===== src/hw/rtl/integer_to_roman_numeral_defines.svh =====
// Assertion macros for the integer to Roman numeral block.
// Included by the top level; needs nothing else.
`ifndef INTEGER_TO_ROMAN_NUMERAL_DEFINES_SVH
`define INTEGER_TO_ROMAN_NUMERAL_DEFINES_SVH

`ifndef SYNTH
// Check that a property holds at every clock edge outside reset.
`define I2R_ASSERT(label, clk, rst_n, prop) \
  label: assert property (@(posedge clk) disable iff (!rst_n) prop) \
    else $error("i2r assertion failed");
// Check that a condition never occurs outside reset.
`define I2R_ASSERT_NEVER(label, clk, rst_n, expr) \
  label: assert property (@(posedge clk) disable iff (!rst_n) !(expr)) \
    else $error("i2r forbidden condition seen");
`else
`define I2R_ASSERT(label, clk, rst_n, prop)
`define I2R_ASSERT_NEVER(label, clk, rst_n, expr)
`endif

`endif


===== src/hw/rtl/i2r_pkg.sv =====
// Types, letter codes and the microcode table of the integer to Roman numeral block.
// No dependencies.
package i2r_pkg;

  localparam int unsigned ValW  = 12;
  localparam int unsigned CharW = 8;
  localparam int unsigned AmtW  = 10;

  localparam logic [CharW-1:0] CH_M  = 8'h4D;
  localparam logic [CharW-1:0] CH_D  = 8'h44;
  localparam logic [CharW-1:0] CH_C  = 8'h43;
  localparam logic [CharW-1:0] CH_L  = 8'h4C;
  localparam logic [CharW-1:0] CH_X  = 8'h58;
  localparam logic [CharW-1:0] CH_V  = 8'h56;
  localparam logic [CharW-1:0] CH_I  = 8'h49;
  localparam logic [CharW-1:0] CH_NL = 8'h0A;

  // Program addresses. Two-letter subtractive forms take two steps.
  typedef enum logic [4:0] {
    S_M, S_CM_C, S_CM_M, S_D, S_CD_C, S_CD_D, S_C,
    S_XC_X, S_XC_C, S_L, S_XL_X, S_XL_L, S_X,
    S_IX_I, S_IX_X, S_V, S_IV_I, S_IV_V, S_I,
    S_NL
  } step_e;

  // One control word: test value >= amount (else jump to fail_step), emit ch,
  // optionally subtract amount, then go to pass_step.
  typedef struct packed {
    logic             test;
    logic             sub;
    logic             last;
    logic [AmtW-1:0]  amount;
    logic [CharW-1:0] ch;
    step_e            pass_step;
    step_e            fail_step;
  } ucode_t;

  // Sequencer status seen by the top level.
  typedef struct packed {
    logic  busy;
    logic  emit;
    logic  last;
    step_e step;
  } seq_stat_t;

  function automatic ucode_t uw(logic test, logic sub, logic last, logic [AmtW-1:0] amount,
                                logic [CharW-1:0] ch, step_e pass_step, step_e fail_step);
    ucode_t w;
    w.test      = test;
    w.sub       = sub;
    w.last      = last;
    w.amount    = amount;
    w.ch        = ch;
    w.pass_step = pass_step;
    w.fail_step = fail_step;
    return w;
  endfunction

  function automatic ucode_t ucode_rom(step_e s);
    ucode_t w;
    unique case (s)
      S_M:     w = uw(1'b1, 1'b1, 1'b0, 10'd1000, CH_M, S_M,    S_CM_C);
      S_CM_C:  w = uw(1'b1, 1'b0, 1'b0, 10'd900,  CH_C, S_CM_M, S_D);
      S_CM_M:  w = uw(1'b0, 1'b1, 1'b0, 10'd900,  CH_M, S_XC_X, S_XC_X);
      S_D:     w = uw(1'b1, 1'b1, 1'b0, 10'd500,  CH_D, S_C,    S_CD_C);
      S_CD_C:  w = uw(1'b1, 1'b0, 1'b0, 10'd400,  CH_C, S_CD_D, S_C);
      S_CD_D:  w = uw(1'b0, 1'b1, 1'b0, 10'd400,  CH_D, S_XC_X, S_XC_X);
      S_C:     w = uw(1'b1, 1'b1, 1'b0, 10'd100,  CH_C, S_C,    S_XC_X);
      S_XC_X:  w = uw(1'b1, 1'b0, 1'b0, 10'd90,   CH_X, S_XC_C, S_L);
      S_XC_C:  w = uw(1'b0, 1'b1, 1'b0, 10'd90,   CH_C, S_IX_I, S_IX_I);
      S_L:     w = uw(1'b1, 1'b1, 1'b0, 10'd50,   CH_L, S_X,    S_XL_X);
      S_XL_X:  w = uw(1'b1, 1'b0, 1'b0, 10'd40,   CH_X, S_XL_L, S_X);
      S_XL_L:  w = uw(1'b0, 1'b1, 1'b0, 10'd40,   CH_L, S_IX_I, S_IX_I);
      S_X:     w = uw(1'b1, 1'b1, 1'b0, 10'd10,   CH_X, S_X,    S_IX_I);
      S_IX_I:  w = uw(1'b1, 1'b0, 1'b0, 10'd9,    CH_I, S_IX_X, S_V);
      S_IX_X:  w = uw(1'b0, 1'b1, 1'b0, 10'd9,    CH_X, S_NL,   S_NL);
      S_V:     w = uw(1'b1, 1'b1, 1'b0, 10'd5,    CH_V, S_I,    S_IV_I);
      S_IV_I:  w = uw(1'b1, 1'b0, 1'b0, 10'd4,    CH_I, S_IV_V, S_I);
      S_IV_V:  w = uw(1'b0, 1'b1, 1'b0, 10'd4,    CH_V, S_NL,   S_NL);
      S_I:     w = uw(1'b1, 1'b1, 1'b0, 10'd1,    CH_I, S_I,    S_NL);
      S_NL:    w = uw(1'b0, 1'b0, 1'b1, 10'd0,    CH_NL, S_M,   S_M);
      default: w = uw(1'b0, 1'b0, 1'b1, 10'd0,    CH_NL, S_M,   S_M);
    endcase
    return w;
  endfunction

endpackage


===== src/hw/rtl/i2r_dpath.sv =====
// Datapath of the integer to Roman numeral block: remaining value, compare, subtract.
// Depends on i2r_pkg.
module i2r_dpath
  import i2r_pkg::*;
(
  input  logic            clk,
  input  logic            load,
  input  logic [ValW-1:0] load_value,
  input  logic            step,
  input  ucode_t          uc,
  output logic            ge
);

  logic [ValW-1:0] value_r;
  logic [ValW-1:0] value_nxt;
  logic [ValW-1:0] amount_ext;

  assign amount_ext = {{(ValW-AmtW){1'b0}}, uc.amount};
  assign ge         = (value_r >= amount_ext);

  always_comb begin
    value_nxt = value_r;
    if (load) begin
      value_nxt = load_value;
    end else if (step && uc.sub) begin
      value_nxt = value_r - amount_ext;
    end
  end

  always_ff @(posedge clk) begin
    value_r <= value_nxt;
  end

endmodule


===== src/hw/rtl/i2r_seq.sv =====
// Microcode sequencer: step register, control word lookup and conditional jumps.
// Depends on i2r_pkg.
module i2r_seq
  import i2r_pkg::*;
(
  input  logic      clk,
  input  logic      rst_n,
  input  logic      start,
  input  logic      ge,
  input  logic      emit_ok,
  output ucode_t    uc,
  output seq_stat_t stat
);

  step_e step_r, step_nxt;
  logic  busy_r, busy_nxt;
  logic  take;
  logic  emit;

  assign uc   = ucode_rom(step_r);
  assign take = uc.test ? ge : 1'b1;

  // Output decode
  always_comb begin
    emit      = busy_r && take && emit_ok;
    stat.busy = busy_r;
    stat.emit = emit;
    stat.last = uc.last;
    stat.step = step_r;
  end

  // Next step
  always_comb begin
    step_nxt = step_r;
    busy_nxt = busy_r;
    if (start) begin
      step_nxt = S_M;
      busy_nxt = 1'b1;
    end else if (busy_r) begin
      if (!take) begin
        step_nxt = uc.fail_step;
      end else if (emit_ok) begin
        step_nxt = uc.pass_step;
        if (uc.last) begin
          busy_nxt = 1'b0;
        end
      end
    end
  end

  always_ff @(posedge clk) begin
    if (!rst_n) begin
      step_r <= S_M;
      busy_r <= 1'b0;
    end else begin
      step_r <= step_nxt;
      busy_r <= busy_nxt;
    end
  end

endmodule


===== src/hw/rtl/integer_to_roman_numeral.sv =====
// Channel  | Ports                                  | Carries
// ---------+----------------------------------------+-------------------------------
// input    | in_valid, in_ready, in_value[11:0]     | one binary integer per transfer
// result   | out_valid, out_ready, out_char_code,   | one ASCII letter per transfer,
//          | out_last                               | newline with out_last closes run
//
// Run: an item takes its transfer, then one microcode step per letter, one per newline and
// one per failed microcode test (at most thirteen); 3333 is the slowest value up to 3999,
// and values above it are written with four Ms. The single microcode sequencer and its
// step-by-step program set this timing.
// Reset: synchronous, active low; clears the sequencer and the output valid.
// Stalls: the sequencer holds a letter while the output register is full and out_ready is low;
// in_ready stays low until the closing newline has been produced.
//
// Depends on i2r_pkg, i2r_seq, i2r_dpath and integer_to_roman_numeral_defines.svh.
`include "integer_to_roman_numeral_defines.svh"

module integer_to_roman_numeral
  import i2r_pkg::*;
(
  input  logic             clk,
  input  logic             rst_n,
  input  logic             in_valid,
  output logic             in_ready,
  input  logic [ValW-1:0]  in_value,
  output logic             out_valid,
  input  logic             out_ready,
  output logic [CharW-1:0] out_char_code,
  output logic             out_last
);

  ucode_t          uc;
  seq_stat_t       stat;
  logic            ge;
  logic            start;
  logic            emit_ok;
  logic            out_valid_r, out_valid_nxt;
  logic [CharW-1:0] out_char_code_r;
  logic            out_last_r;

  // Take a new value only once the previous run has produced its newline.
  assign in_ready = !stat.busy;
  assign start    = in_valid && in_ready;

  // The output register frees up when empty or when its letter transfers.
  assign emit_ok = !out_valid_r || out_ready;

  i2r_seq u_seq (
    .clk     (clk),
    .rst_n   (rst_n),
    .start   (start),
    .ge      (ge),
    .emit_ok (emit_ok),
    .uc      (uc),
    .stat    (stat)
  );

  // Subtract the step's amount only on the cycle its letter is emitted.
  i2r_dpath u_dpath (
    .clk        (clk),
    .load       (start),
    .load_value (in_value),
    .step       (stat.emit),
    .uc         (uc),
    .ge         (ge)
  );

  always_comb begin
    out_valid_nxt = out_valid_r;
    if (stat.emit) begin
      out_valid_nxt = 1'b1;
    end else if (out_ready) begin
      out_valid_nxt = 1'b0;
    end
  end

  always_ff @(posedge clk) begin
    if (!rst_n) begin
      out_valid_r <= 1'b0;
    end else begin
      out_valid_r <= out_valid_nxt;
    end
  end

  // Payload: load on emit, hold otherwise.
  always_ff @(posedge clk) begin
    if (stat.emit) begin
      out_char_code_r <= uc.ch;
      out_last_r      <= uc.last;
    end
  end

  assign out_valid     = out_valid_r;
  assign out_char_code = out_char_code_r;
  assign out_last      = out_last_r;

  // A new run always starts at the thousands step.
  `I2R_ASSERT(a_start_at_top, clk, rst_n, start |=> (stat.busy && stat.step == S_M))
  // Emitting the newline ends the run.
  `I2R_ASSERT(a_last_ends_run, clk, rst_n, (stat.emit && stat.last) |=> !stat.busy)
  // A held result flagged last is always the newline.
  `I2R_ASSERT_NEVER(a_last_is_nl, clk, rst_n, out_valid_r && out_last_r && out_char_code_r != CH_NL)
  // Never emit into a full, stalled output register.
  `I2R_ASSERT_NEVER(a_no_overrun, clk, rst_n, stat.emit && out_valid_r && !out_ready)

endmodule

===== config.mk =====
export PLATFORM = sky130hd
export DESIGN_NAME = integer_to_roman_numeral
export DESIGN_NICKNAME = d
export VERILOG_FILES = /design/src/hw/rtl/i2r_pkg.sv /design/src/hw/rtl/i2r_dpath.sv /design/src/hw/rtl/i2r_seq.sv /design/src/hw/rtl/integer_to_roman_numeral.sv
export VERILOG_INCLUDE_DIRS = /design/src /design/src/hw/rtl
export SDC_FILE = /design/constraint.sdc
export NUM_CORES = 1
export LEC_CHECK = 0
export BUFFER_PORTS_ARGS = -buffer_cell sky130_fd_sc_hd__buf_2
export CAP_MARGIN = 10
export CORE_MARGIN = 2
export CORE_UTILIZATION = 60
export CTS_CLUSTER_SIZE = 14
export DETAILED_ROUTE_END_ITERATION = 7
export PLACE_DENSITY = 0.76
export SKIP_CTS_REPAIR_TIMING = 1
export SLEW_MARGIN = 20
export SYNTH_ARGS = -nofsm -noshare
export SYNTH_HDL_FRONTEND = slang
export SYNTH_HIERARCHICAL = 1
export SYNTH_SLANG_ARGS = --single-unit

===== constraint.sdc =====
create_clock -name clk -period 4.35 [get_ports clk]
set_input_delay 0.435 -clock clk [delete_from_list [all_inputs] [get_ports clk]]
set_output_delay 0.435 -clock clk [all_outputs]
set_load 0.01 [all_outputs]

# == Word-level counts from Yosys, hierarchy flattened ==
# Memories as Yosys holds them, arrays and structs flattened. A register that Yosys moved wholly into a read port is not among the register bits.
# Index checks and enable logic that the tools add are counted.
# totals
regBits,28
ram_bits,0
wordCells,36
latchBits,0
romBits,928
out_inout_bits,11
inputBits,16
n_memories,1
# op_classes
eq_ne,1
n_reduce_logical,11
n_lt_le_gt_ge,1
n_addsub,1
n_div,0
n_bitwise,1
mux,14
shift,0
mul,0
# memory_table
name,words,width,rd,rd_ports_with_merged_regs,write_ports,line,text
(name not given),32,29,1,1,0,i2r_pkg.sv:61,unique case (s)
# op_table
operator,n
$mux W12,2
$mux W5,4
$ge A12 B10 Y1,1
$sub A12 B10 Y12,1
$mux W1,8
$logic_and A1 B1 Y1,4
$reduce_bool A2 Y1,2
$logic_not A1 Y1,2
$ne A2 B1 Y1 const B,1
$reduce_and A2 Y1,1
$reduce_or A2 Y1,1
$logic_or A1 B1 Y1,1
$not A1 Y1,1

# == Depth between registers and ports, before layout ==
# Gate-level depths: netlist (run 1).
# logic_depth
depth_word,7
mapped_depth,19
depth_no_buf,18

# == By module ==
# The synthesis (run 1) kept the hierarchy.
# by_module_without_submodules
module,seq_area_each_um2,area_per_inst_um2,instances,cells_per_inst
i2r_seq,640.6,1796.7,1,190
i2r_dpath,360.3,1074.8,1,126
integer_to_roman_numeral,290.3,329.1,1,15

# == Worst setup path after synthesis (run 1) ==
# No wires, ideal clock.
# synth_timing
path_type,reg-to-reg
from,register u_dpath.value_r[0]
to,register u_seq/uc[10] (netlist name)
slack_ns,0.576
setup_time_ns,0.127
synth_period_minus_slack_ns,3.774
path_buffers,1
stages_incl_launch_ff,19
required_ns,4.223
t_arrival_ns,3.648
path_cell_list,edfxtp_1 > inv_1 > ha_1 > inv_1 > fa_1 > a211oi_2 > o21ai_1 > a21boi_2 > a21oi_1 > or4_1 > and2b_4 > o311ai_1 > a21oi_1 > buf_2 > inv_1 > ha_1 > mux2i_1 > nor3_1 > or3_1
# synth_via
elab_chain_cells,6
elab_cells_between_ends,7
cone_classes,order compare: 1; eq/ne: 1; mux: 4; reduce/logical: 1
# synth_lines
element,line,text
"start, declared",i2r_dpath.sv:14,logic [ValW-1:0] value_r;
"start signal, assigned",i2r_dpath.sv:31,value_r <= value_nxt;
$ge A12 B10 Y1 *,i2r_dpath.sv:19,assign ge = (value_r >= amount_ext);
net ge,integer_to_roman_numeral.sv:34,logic ge;
$mux W1 *,i2r_seq.sv:21,assign take = uc.test ? ge : 1'b1;
$ne A2 B1 Y1 (no source line),--,
$reduce_and A2 Y1 (no source line),--,
$mux W5 (no source line) * (2 in a row),--,
# The timed path passes the listed nets; every way through them passes the cells marked *.
# A chain may end at the register's enable or synchronous reset.

# == Worst setup path in the final report (run 1) ==
# layout_timing
from,register u_dpath.value_r[0]
to,register u_seq/uc[29] (netlist name)
# layout_via
elab_chain_cells,6
elab_cells_between_ends,7
cone_classes,order compare: 1; eq/ne: 1; mux: 4; reduce/logical: 1
# layout_lines
element,line
$ge A12 B10 Y1 *,i2r_dpath.sv:19
net ge,integer_to_roman_numeral.sv:34
$mux W1 *,i2r_seq.sv:21
$ne A2 B1 Y1 (no source line),--
$reduce_and A2 Y1 (no source line),--
$mux W5 (no source line) * (2 in a row),--
# Marks and branches as above.

==> impl_metrics.py, run 1 <==
metrics = {
    "status": {
        "outcome": "completed",
    },
    "routing": {
        "first_pass_iters": 5,
        "viasPerCell": 5.933,
        "routed_wl_mm": 6.726,
        "wl_per_cell_um": 16.01,
        "postRouteAntennaNets": 0,
        "route.vias.total": 2492,
        "drc": 0,
        "drt_iter0_drc": 168,
    },
    "pwr": {
        "vdd_ir_drop_max_v": 0.0002135,
        "switching_share_pct": 32.97,
        "intPower_mw": 0.9131,
        "p_comb_share_pct": 32.8,
        "switching_power_mw": 0.4492,
        "sequentialPowerShare_pct": 46.7,
        "power.density_nw_per_um2": 400.3,
        "clkPwrFrac_pct": 20.5,
        "p_leak_nw": 1.456,
    },
    "layout": {
        "drive_gt1_share_pct": 19.71,
        "final_util_pct": 66.63,
        "finalNonFillerCells": 420,
        "final_nets": 384,
        "syn2layout_area_growth_pct": 6.834,
        "antenna_cells": 0,
        "final_cell_mix": "35 x nand2_1, 33 x dfxtp_1, 26 x buf_2",
        "fillers": 417,
        "final_common_cell": "nand2_1",
    },
    "timing": {
        "post-route-period-util_pct": 98.20,
        "fin_ws_ns": 0.07819,
        "relSlewSlack_pct": 62.67,
        "finalCriticalPeriod_ns": 4.272,
        "grt_setup_unrepaired": "yes",
        "finClkSkew_ns": 0.003502,
        "setup_tns_ns": 0,
        "hold_viol": 0,
        "holdWs_ns": 0.3903,
        "final_max_slew_viol_count": 0,
        "worstMarginPinSlew_ns": 0.5586,
        "setup_violations": 0,
        "fmax_ghz": 0.2341,
    },
    "critical_path": {
        "crit_required_ns": 4.59,
        "critical_path.startpoint_type": "flip-flop",
        "r2r-start": "u_dpath/value_r[0]$_DFFE_PP_",
        "crit_path_frequent_cell": "o21ai_1",
        "cp_max_fo": 13,
        "crit_type": "flip-flop to flip-flop",
        "endpoint_kind": "flip-flop",
        "critPathArrivalTime_ns": 4.51,
        "critical_path.top_delay_family": "compound AO/OA/AOI/OAI gates",
        "r2r_setup_slack_ns": 0.08,
        "cpMaxStageDelayCell": "or4_1",
        "max_stage_delay_ns": 0.47,
        "r2r_end": "u_seq/uc[29]$_DFF_P_",
        "critPathBufInv": 3,
        "worstRegToRegCells": 17,
        "crit_path_cell_trace": "inv_1 -> ha_1 -> inv_1 -> fa_1 -> a211oi_2 -> o21ai_1 -> a21boi_2 -> a21oi_1 -> or4_1 -> and2b_4 -> o21ai_1 -> o21ai_1 -> buf_4 -> ha_2 -> or3_1 -> o221a_1 -> o22ai_1",
    },
    "floorplanning": {
        "die_w_um": 76.87,
        "coreArea_um2": 5107,
        "die-area_um2": 5908,
        "placementRows": 26,
        "top_level_ports": 27,
        "die_h_um": 76.87,
        "start_util_pct": 62.37,
    },
    "synthesis": {
        "synth_cells": 329,
        "syn_area_per_cell_um2": 9.683,
        "syn-cell-area_um2": 3186,
        "yosysWarnings": 6,
    },
    "placement": {
        "dpl.cell_count": 412,
        "dp_hpwl_mm": 4.778,
        "portBuffers": 26,
        "dpl_worst_slack_ns": 0.1794,
        "gp_congestion": 0.9114,
    },
    "grt": {
        "antenna_found_initial": 0,
        "grt_pass1_wl_mm": 11.43,
        "grt_max_degree": 28,
        "grt_usage_pct": 24.06,
        "globalRoute.totalOverflow": 0,
        "grt_pass1_vias": 2361,
    },
    "clock_tree": {
        "clkLatencyLatePin_ns": 0.31,
        "clk_path_buf_depth": 2,
        "root_buffer": "clkbuf_8",
        "path_clk_slew_ns": 0.10,
        "htree_levels": 2,
        "cts_tree": "built",
        "numCtsBuffers": 5,
        "cts_sinks": 54,
    },
    "worst_hold_path": {
        "hp-class": "input port to flip-flop",
        "hold_path_depth": 2,
        "hold_start": "rst_n",
        "hold-path-endpoint": "out_valid$_SDFFE_PN0P_",
    },
    "flow_run": {
        "drv_cap": 0,
    },
}
power by group through the flow:
stage	combinational (mW)	clock [mW]	sequential, mW
6_report	0.446	0.280	0.636
5_1_grt	0.500	0.307	0.643
4_1_cts	0.437	0.284	0.637
3_5_place_dp	0.433	0	0.648
3_3_place_gp	0.424	0	0.647
2_1_floorplan	0.347	0	0.640
metal layers:
layer,vias to the layer above,part of all wire [%],track usage (%)
li1,1217,-,-
met1,1186,48,34.16
met2,76,46,37.63
met3,13,4.7,4.000
met4,0,1.6,7.455
met5,-,0,0
state kept, by name, summed over array words and instances, names as in the netlist:
register	cells
u_dpath/value_r	12
u_seq/busy_r	1
out_valid	1
out_char_code	8
u_seq/uc	26
out_last	1
u_seq/step_r	5
worst max-delay path by stage:
stage,slack [ns],from,cells after the start,to
floorplan,0.58,u_dpath/value_r[0]$_DFFE_PP_,18,u_seq/uc[10]$_DFF_P_
global placement,0.27,u_dpath/value_r[0]$_DFFE_PP_,17,u_seq/uc[29]$_DFF_P_
detailed placement,0.18,u_dpath/value_r[0]$_DFFE_PP_,17,u_seq/uc[29]$_DFF_P_
CTS,0.14,u_dpath/value_r[0]$_DFFE_PP_,17,u_seq/uc[29]$_DFF_P_
global route,-0.05,u_dpath/value_r[0]$_DFFE_PP_,17,u_seq/uc[29]$_DFF_P_
finish,0.08,u_dpath/value_r[0]$_DFFE_PP_,17,u_seq/uc[29]$_DFF_P_
through the flow:
step | power [mW] | cell area [µm²]
2_1_floorplan | 0.9870 | 3189
3_3_place_gp | 1.071 | 3311
3_5_place_dp | 1.082 | 3311
4_1_cts | 1.358 | 3401
5_1_grt | 1.449 | 3403
6_report | 1.362 | 3403
area by class of cell:
cell class                      count  area [µm²]  share of cell area, %
Clock buffer                        5       68.82                  2.022
Clock inverter                      3       21.27                 0.6250
Inverter                           24       95.09                  2.794
Multi-Input combinational cell    232        1652                  48.53
Sequential cell                    54        1291                  37.94
Tap cell                           70       87.58                  2.574
Timing Repair Buffer               32       187.7                  5.515
(Power assumes the default switching activity.)
==> run 2, diff against run 1 <==
--- a/config.mk
+++ b/config.mk
@@ -8,8 +8,8 @@
 export LEC_CHECK = 0
-export BUFFER_PORTS_ARGS = -buffer_cell sky130_fd_sc_hd__buf_2
 export CAP_MARGIN = 10
 export CORE_MARGIN = 2
-export CORE_UTILIZATION = 60
+export CORE_UTILIZATION = 64
 export CTS_CLUSTER_SIZE = 14
 export DETAILED_ROUTE_END_ITERATION = 7
+export DONT_BUFFER_PORTS = 1
 export PLACE_DENSITY = 0.76
--- a/constraint.sdc
+++ b/constraint.sdc
@@ -3,2 +3,2 @@
 set_output_delay 0.435 -clock clk [all_outputs]
-set_load 0.01 [all_outputs]
+set_load 0.05 [all_outputs]
==> run 2 against run 1 <==
Sequential share of layout area increased by 1.0 points; clock-buffer cell count unchanged; largest power group unchanged; highest routed layer unchanged; sequential power increased by 4.1%; non-clock buffer count decreased by 22.
==> impl_metrics.py, run 2 (same netlist as run 1, synthesis figures left out) <==
metrics = {
    "placement": {
        "post_dp_cell_area_um2": 3164,
        "gp_congestion": 0.9211,
        "portBuffers": 0,
        "dp_hpwl_mm": 4.545,
    },
    "grt": {
        "globalRoute.totalOverflow": 0,
        "grt_pass1_wl_mm": 10.41,
        "grt_usage_pct": 24.41,
        "antenna_found_initial": 0,
        "grt_pass1_vias": 2190,
        "grt_max_degree": 28,
    },
    "timing": {
        "finalCriticalPeriod_ns": 4.082,
        "grt_setup_unrepaired": "no",
        "finClkSkew_ns": 0.008487,
        "final_max_slew_viol_count": 0,
        "holdWs_ns": 0.2740,
        "fmax_ghz": 0.2450,
        "worstMarginPinSlew_ns": 0.5585,
        "post-route-period-util_pct": 93.83,
        "setup_violations": 0,
        "relSlewSlack_pct": 62.71,
        "hold_viol": 0,
        "setup_tns_ns": 0,
    },
    "routing": {
        "wl_per_cell_um": 15.97,
        "drc": 0,
        "postRouteAntennaNets": 0,
        "first_pass_iters": 4,
        "routed_wl_mm": 6.308,
        "route.vias.total": 2360,
        "viasPerCell": 5.975,
        "drt_iter0_drc": 159,
    },
    "clock_tree": {
        "clkLatencyLatePin_ns": 0.31,
        "cts_tree": "built",
        "numCtsBuffers": 5,
        "cts_sinks": 54,
        "clk_path_buf_depth": 2,
        "path_clk_slew_ns": 0.10,
        "root_buffer": "clkbuf_8",
        "htree_levels": 2,
    },
    "floorplanning": {
        "coreArea_um2": 4755,
        "die_h_um": 74.55,
        "die_w_um": 74.55,
        "die-area_um2": 5558,
        "placementRows": 25,
        "top_level_ports": 27,
        "start_util_pct": 67.00,
    },
    "worst_hold_path": {
        "hp-class": "input port to flip-flop",
        "hold_start": "rst_n",
        "hold_path_depth": 1,
        "hold-path-endpoint": "out_valid$_SDFFE_PN0P_",
    },
    "critical_path": {
        "endpoint_kind": "flip-flop",
        "r2r_end": "u_seq/uc[29]$_DFF_P_",
        "crit_type": "flip-flop to flip-flop",
        "cp_max_fo": 13,
        "r2r_setup_slack_ns": 0.27,
        "crit_required_ns": 4.58,
        "critPathArrivalTime_ns": 4.31,
        "r2r-start": "u_dpath/value_r[0]$_DFFE_PP_",
        "setup.worst_path.start": "u_dpath/value_r[0]$_DFFE_PP_",
        "critical_path.startpoint_type": "flip-flop",
        "worstRegToRegCells": 17,
    },
    "layout": {
        "final_cell_mix": "35 x nand2_1, 33 x dfxtp_1, 21 x edfxtp_1",
        "syn2layout_area_growth_pct": 4.085,
        "antenna_cells": 0,
        "final_common_cell": "nand2_1",
        "fin_area_um2": 3316,
        "final_nets": 362,
        "largest_reg_flops": 26,
        "final_util_pct": 69.74,
        "drive_gt1_share_pct": 14.94,
        "fillers": 375,
    },
    "flow_run": {
        "drv_cap": 0,
    },
    "pwr": {
        "power.density_nw_per_um2": 421.5,
        "vdd_ir_drop_max_v": 0.0002545,
        "power.total_mw": 1.398,
        "p_leak_nw": 1.381,
    },
    "status": {
        "outcome": "completed",
    },
}
run 2: report_power, final:
| part | internal [mW] | switching, mW | total, mW |
|---|---|---|---|
| combinational | 0.187 | 0.252 | 0.439 |
| sequential | 0.609 | 0.0532 | 0.662 |
| clock | 0.121 | 0.176 | 0.296 |
run 2: metal layers:
metal | GRT usage [%] | up-vias | routed length (µm)
met3 | 4.201 | 5 | 345
met2 | 36.68 | 77 | 2841
met1 | 36.37 | 1111 | 3083
met4 | 6.349 | 0 | 38
li1 | - | 1167 | -
met5 | 0 | - | 0
run 2: area by class of cell:
type | count | area, µm² | area share [%]
flip-flops and latches | 54 | 1291 | 38.94
multi-input cells | 232 | 1669 | 50.34
clock inverters | 3 | 28.78 | 0.8679
well taps | 67 | 83.83 | 2.528
repair buffers | 10 | 78.83 | 2.377
inverters | 24 | 95.09 | 2.868
clock buffers | 5 | 68.82 | 2.075
run 2: worst max-delay path by stage:
stage	slack [ns]	endpoint	cells after the start
detailed placement	0.20	u_seq/uc[1]$_DFF_P_	17
global placement	0.26	u_seq/uc[29]$_DFF_P_	17
global route	0.01	u_seq/uc[1]$_DFF_P_	17
finish	0.27	u_seq/uc[29]$_DFF_P_	17
floorplan	0.58	u_seq/uc[10]$_DFF_P_	18
CTS	0.15	u_seq/uc[1]$_DFF_P_	17
run 2: through the flow:
step                setup slack [ns]  std cells
global placement              0.2595        383
finish                        0.2684        395
CTS                           0.1518        391
global route                 0.01235        395
floorplan                     0.5755        330
detailed placement            0.2027        383
run 2: worst max-delay path, stage by stage, from the launching register on:
cell      delay [ns]
edfxtp_1        0.38
inv_1           0.06
ha_1            0.14
inv_1           0.05
fa_2            0.38
a211oi_4        0.29
o21ai_2         0.11
a21boi_2        0.20
a21oi_1         0.08
or4_1           0.44
and2b_4         0.30
o21ai_1         0.12
o21ai_2         0.21
buf_4           0.23
ha_2            0.35
or3_1           0.39
o221a_1         0.12
o22ai_1         0.14
==> run 3, diff against run 2 <==
ABC_AREA = 1   (was unset)
CORE_UTILIZATION = 63   (was 64)
CTS_CLUSTER_SIZE = unset   (was 14)
PLACE_DENSITY = 0.75   (was 0.76)
SYNTH_HIERARCHICAL = unset   (was 1)
==> run 3 against run 2 <==
Die area shrank 3.0%; wire length grew 2.4%; critical path depth up 2; cell count increased by 12%; first-iteration DRC count up 18%; sequential cell count fell by 2; worst setup slack improved by 0.83 ns; maximum frequency increased by 26%.
==> impl_metrics.py, run 3 <==
metrics = {
    "status": {
        "outcome": "completed",
    },
    "critical_path": {
        "max_stage_delay_ns": 0.47,
        "cpMaxStageDelayCell": "fa_1",
        "critPathBufInv": 3,
        "r2r_setup_slack_ns": 1.10,
        "critPathArrivalTime_ns": 3.51,
        "cp_max_fo": 10,
        "r2r-start": "u_dpath.value_r[0]$_DFFE_PP_",
        "crit_path_cell_trace": "inv_1 -> ha_1 -> fa_1 -> inv_1 -> nand3_1 -> nand3_4 -> nor2_4 -> nor2_4 -> nor2_4 -> nand2_1 -> nand3_2 -> inv_1 -> ha_1 -> nand4_1 -> nand2_1 -> nand2_1 -> nand2_1 -> nand2_1 -> nand2_1",
        "setup.worst_path.start": "u_dpath.value_r[0]$_DFFE_PP_",
        "crit_type": "flip-flop to flip-flop",
        "worstRegToRegCells": 19,
        "critical_path.startpoint_type": "flip-flop",
        "r2r_end": "u_seq.uc[13]$_DFF_P_",
        "critical_path.top_delay_family": "simple AND/OR/NAND/NOR gates",
        "endpoint_kind": "flip-flop",
        "crit_path_frequent_cell": "nand2_1",
        "crit_required_ns": 4.61,
    },
    "floorplanning": {
        "placementRows": 25,
        "die_h_um": 73.44,
        "die_w_um": 73.44,
        "top_level_ports": 27,
        "start_util_pct": 64.75,
        "coreArea_um2": 4692,
        "die-area_um2": 5393,
    },
    "timing": {
        "holdWs_ns": 0.2671,
        "finClkSkew_ns": 0.008890,
        "finalCriticalPeriod_ns": 3.252,
        "post-route-period-util_pct": 74.75,
        "fmax_ghz": 0.3075,
        "setup_tns_ns": 0,
        "fin_ws_ns": 1.098,
        "worstMarginPinSlew_ns": 0.6413,
        "hold_viol": 0,
        "final_max_slew_viol_count": 0,
        "relSlewSlack_pct": 57.20,
        "setup_violations": 0,
        "grt_setup_unrepaired": "no",
    },
    "clock_tree": {
        "htree_levels": 2,
        "cts_sinks": 52,
        "root_buffer": "clkbuf_8",
        "path_clk_slew_ns": 0.10,
        "clkLatencyLatePin_ns": 0.31,
        "numCtsBuffers": 5,
        "clk_path_buf_depth": 2,
        "cts_tree": "built",
    },
    "routing": {
        "met2_wirelength_mm": 2.718,
        "postRouteAntennaNets": 0,
        "drc": 0,
        "wl_met1_mm": 3.171,
        "routed_wl_mm": 6.462,
        "viasPerCell": 5.581,
        "wl_per_cell_um": 14.62,
        "drt_iter0_drc": 188,
        "routed.top_layer": "met4",
        "route.vias.total": 2467,
        "first_pass_iters": 5,
        "routed-wl-met3_um": 451,
    },
    "layout": {
        "final_common_cell": "nand2_1",
        "final_cell_mix": "132 x nand2_1, 47 x inv_1, 33 x dfxtp_1",
        "final_nets": 422,
        "drive_gt1_share_pct": 11.34,
        "syn2layout_area_growth_pct": 3.459,
        "fillers": 425,
        "final_util_pct": 66.99,
        "largest_reg_flops": 26,
        "antenna_cells": 0,
    },
    "synthesis": {
        "synthSimpleGateAreaFrac_pct": 32.29,
        "seq_area_frac_synth_pct": 40.53,
        "synth_compound_area_share_pct": 8.855,
        "ys_ff_latch": 52,
        "synthFlopType": "dfxtp_1",
        "synth_edf_count": 19,
        "synthTopCellsByCount": "132 x nand2_1, 47 x inv_1, 33 x dfxtp_1",
        "synth_cells": 387,
        "syn_area_per_cell_um2": 7.850,
        "synth_area_leaders": "dfxtp_1 22%, edfxtp_1 19%, nand2_1 16%",
        "synthArstFlopShare_pct": 0,
        "syn-cell-area_um2": 3038,
        "synth_top_area_share_pct": 21.75,
        "yosysWarnings": 0,
        "synth_top_family_by_area": "simple AND/OR/NAND/NOR gates",
        "muxShareOfSynthArea_pct": 0,
        "yosysMostFrequentCell": "nand2_1",
        "synth_xor_area_share_pct": 1.730,
        "synthAdderAreaFrac_pct": 8.072,
        "ys_types": 40,
        "yosys.area.top_type": "dfxtp_1",
    },
    "grt": {
        "grt_pass1_wl_mm": 10.49,
        "antenna_found_initial": 0,
        "grt_usage_pct": 25.63,
        "globalRoute.totalOverflow": 0,
        "grt_max_degree": 23,
        "grt_pass1_vias": 2159,
    },
    "placement": {
        "dp_hpwl_mm": 4.976,
        "dpl_worst_slack_ns": 1.209,
        "portBuffers": 0,
        "gp_congestion": 0.9578,
    },
    "worst_hold_path": {
        "hp-class": "input port to flip-flop",
        "hold-path-endpoint": "u_seq.busy_r$_SDFF_PN0_",
        "hold_start": "rst_n",
        "hold_path_depth": 2,
    },
    "pwr": {
        "vdd_ir_drop_max_v": 0.0003174,
        "p_leak_nw": 1.514,
        "power.density_nw_per_um2": 524.4,
        "power.total_mw": 1.648,
    },
    "flow_run": {
        "drv_cap": 0,
    },
}
run 3: cell families (layout without fill, tap and decap cells):
kind of cell | Yosys count | in the layout
buf+inv | 59 | 59
flops | 52 | 52
other cells | 1 | 2
xor+xnor | 6 | 6
compound gates | 47 | 47
fa+ha+maj | 19 | 19
simple gates | 203 | 203
run 3: layer usage:
metal | track usage (%) | vias up
li1 | - | 1238
met1 | 38.85 | 1106
met2 | 37.10 | 113
met3 | 3.841 | 10
met4 | 8.485 | 0
met5 | 0 | -
run 3: per-stage QoR:
step | cells | area (µm²)
2_1_floorplan | 388 | 3042
3_3_place_gp | 434 | 3048
3_5_place_dp | 434 | 3048
4_1_cts | 442 | 3143
5_1_grt | 442 | 3143
6_report | 442 | 3143
run 3: worst max-delay path by stage:
| stage | to | slack, ns | cells after the start |
|---|---|---|---|
| finish | u_seq.uc[13]$_DFF_P_ | 1.10 | 19 |
| global route | u_seq.uc[13]$_DFF_P_ | 0.89 | 19 |
| detailed placement | u_seq.uc[13]$_DFF_P_ | 1.21 | 19 |
| global placement | u_seq.uc[13]$_DFF_P_ | 1.29 | 13 |
| floorplan | u_seq.uc[13]$_DFF_P_ | 1.65 | 19 |
| CTS | u_seq.uc[13]$_DFF_P_ | 1.17 | 19 |
run 3: cell type report:
| cell class | instances | area [µm²] | area share (%) |
|---|---|---|---|
| clock inverters | 3 | 26.28 | 0.8360 |
| inverters | 51 | 193.9 | 6.170 |
| flip-flops and latches | 52 | 1231 | 39.17 |
| well taps | 54 | 67.56 | 2.150 |
| multi-input cells | 277 | 1555 | 49.48 |
| clock buffers | 5 | 68.82 | 2.189 |
run 3: power by group:
group          total, mW  internal (mW)  leakage [nW]  switching (mW)
Sequential         0.695          0.629         0.454          0.0670
Combinational      0.665          0.229          1.01           0.436
Clock              0.288          0.119        0.0491           0.169
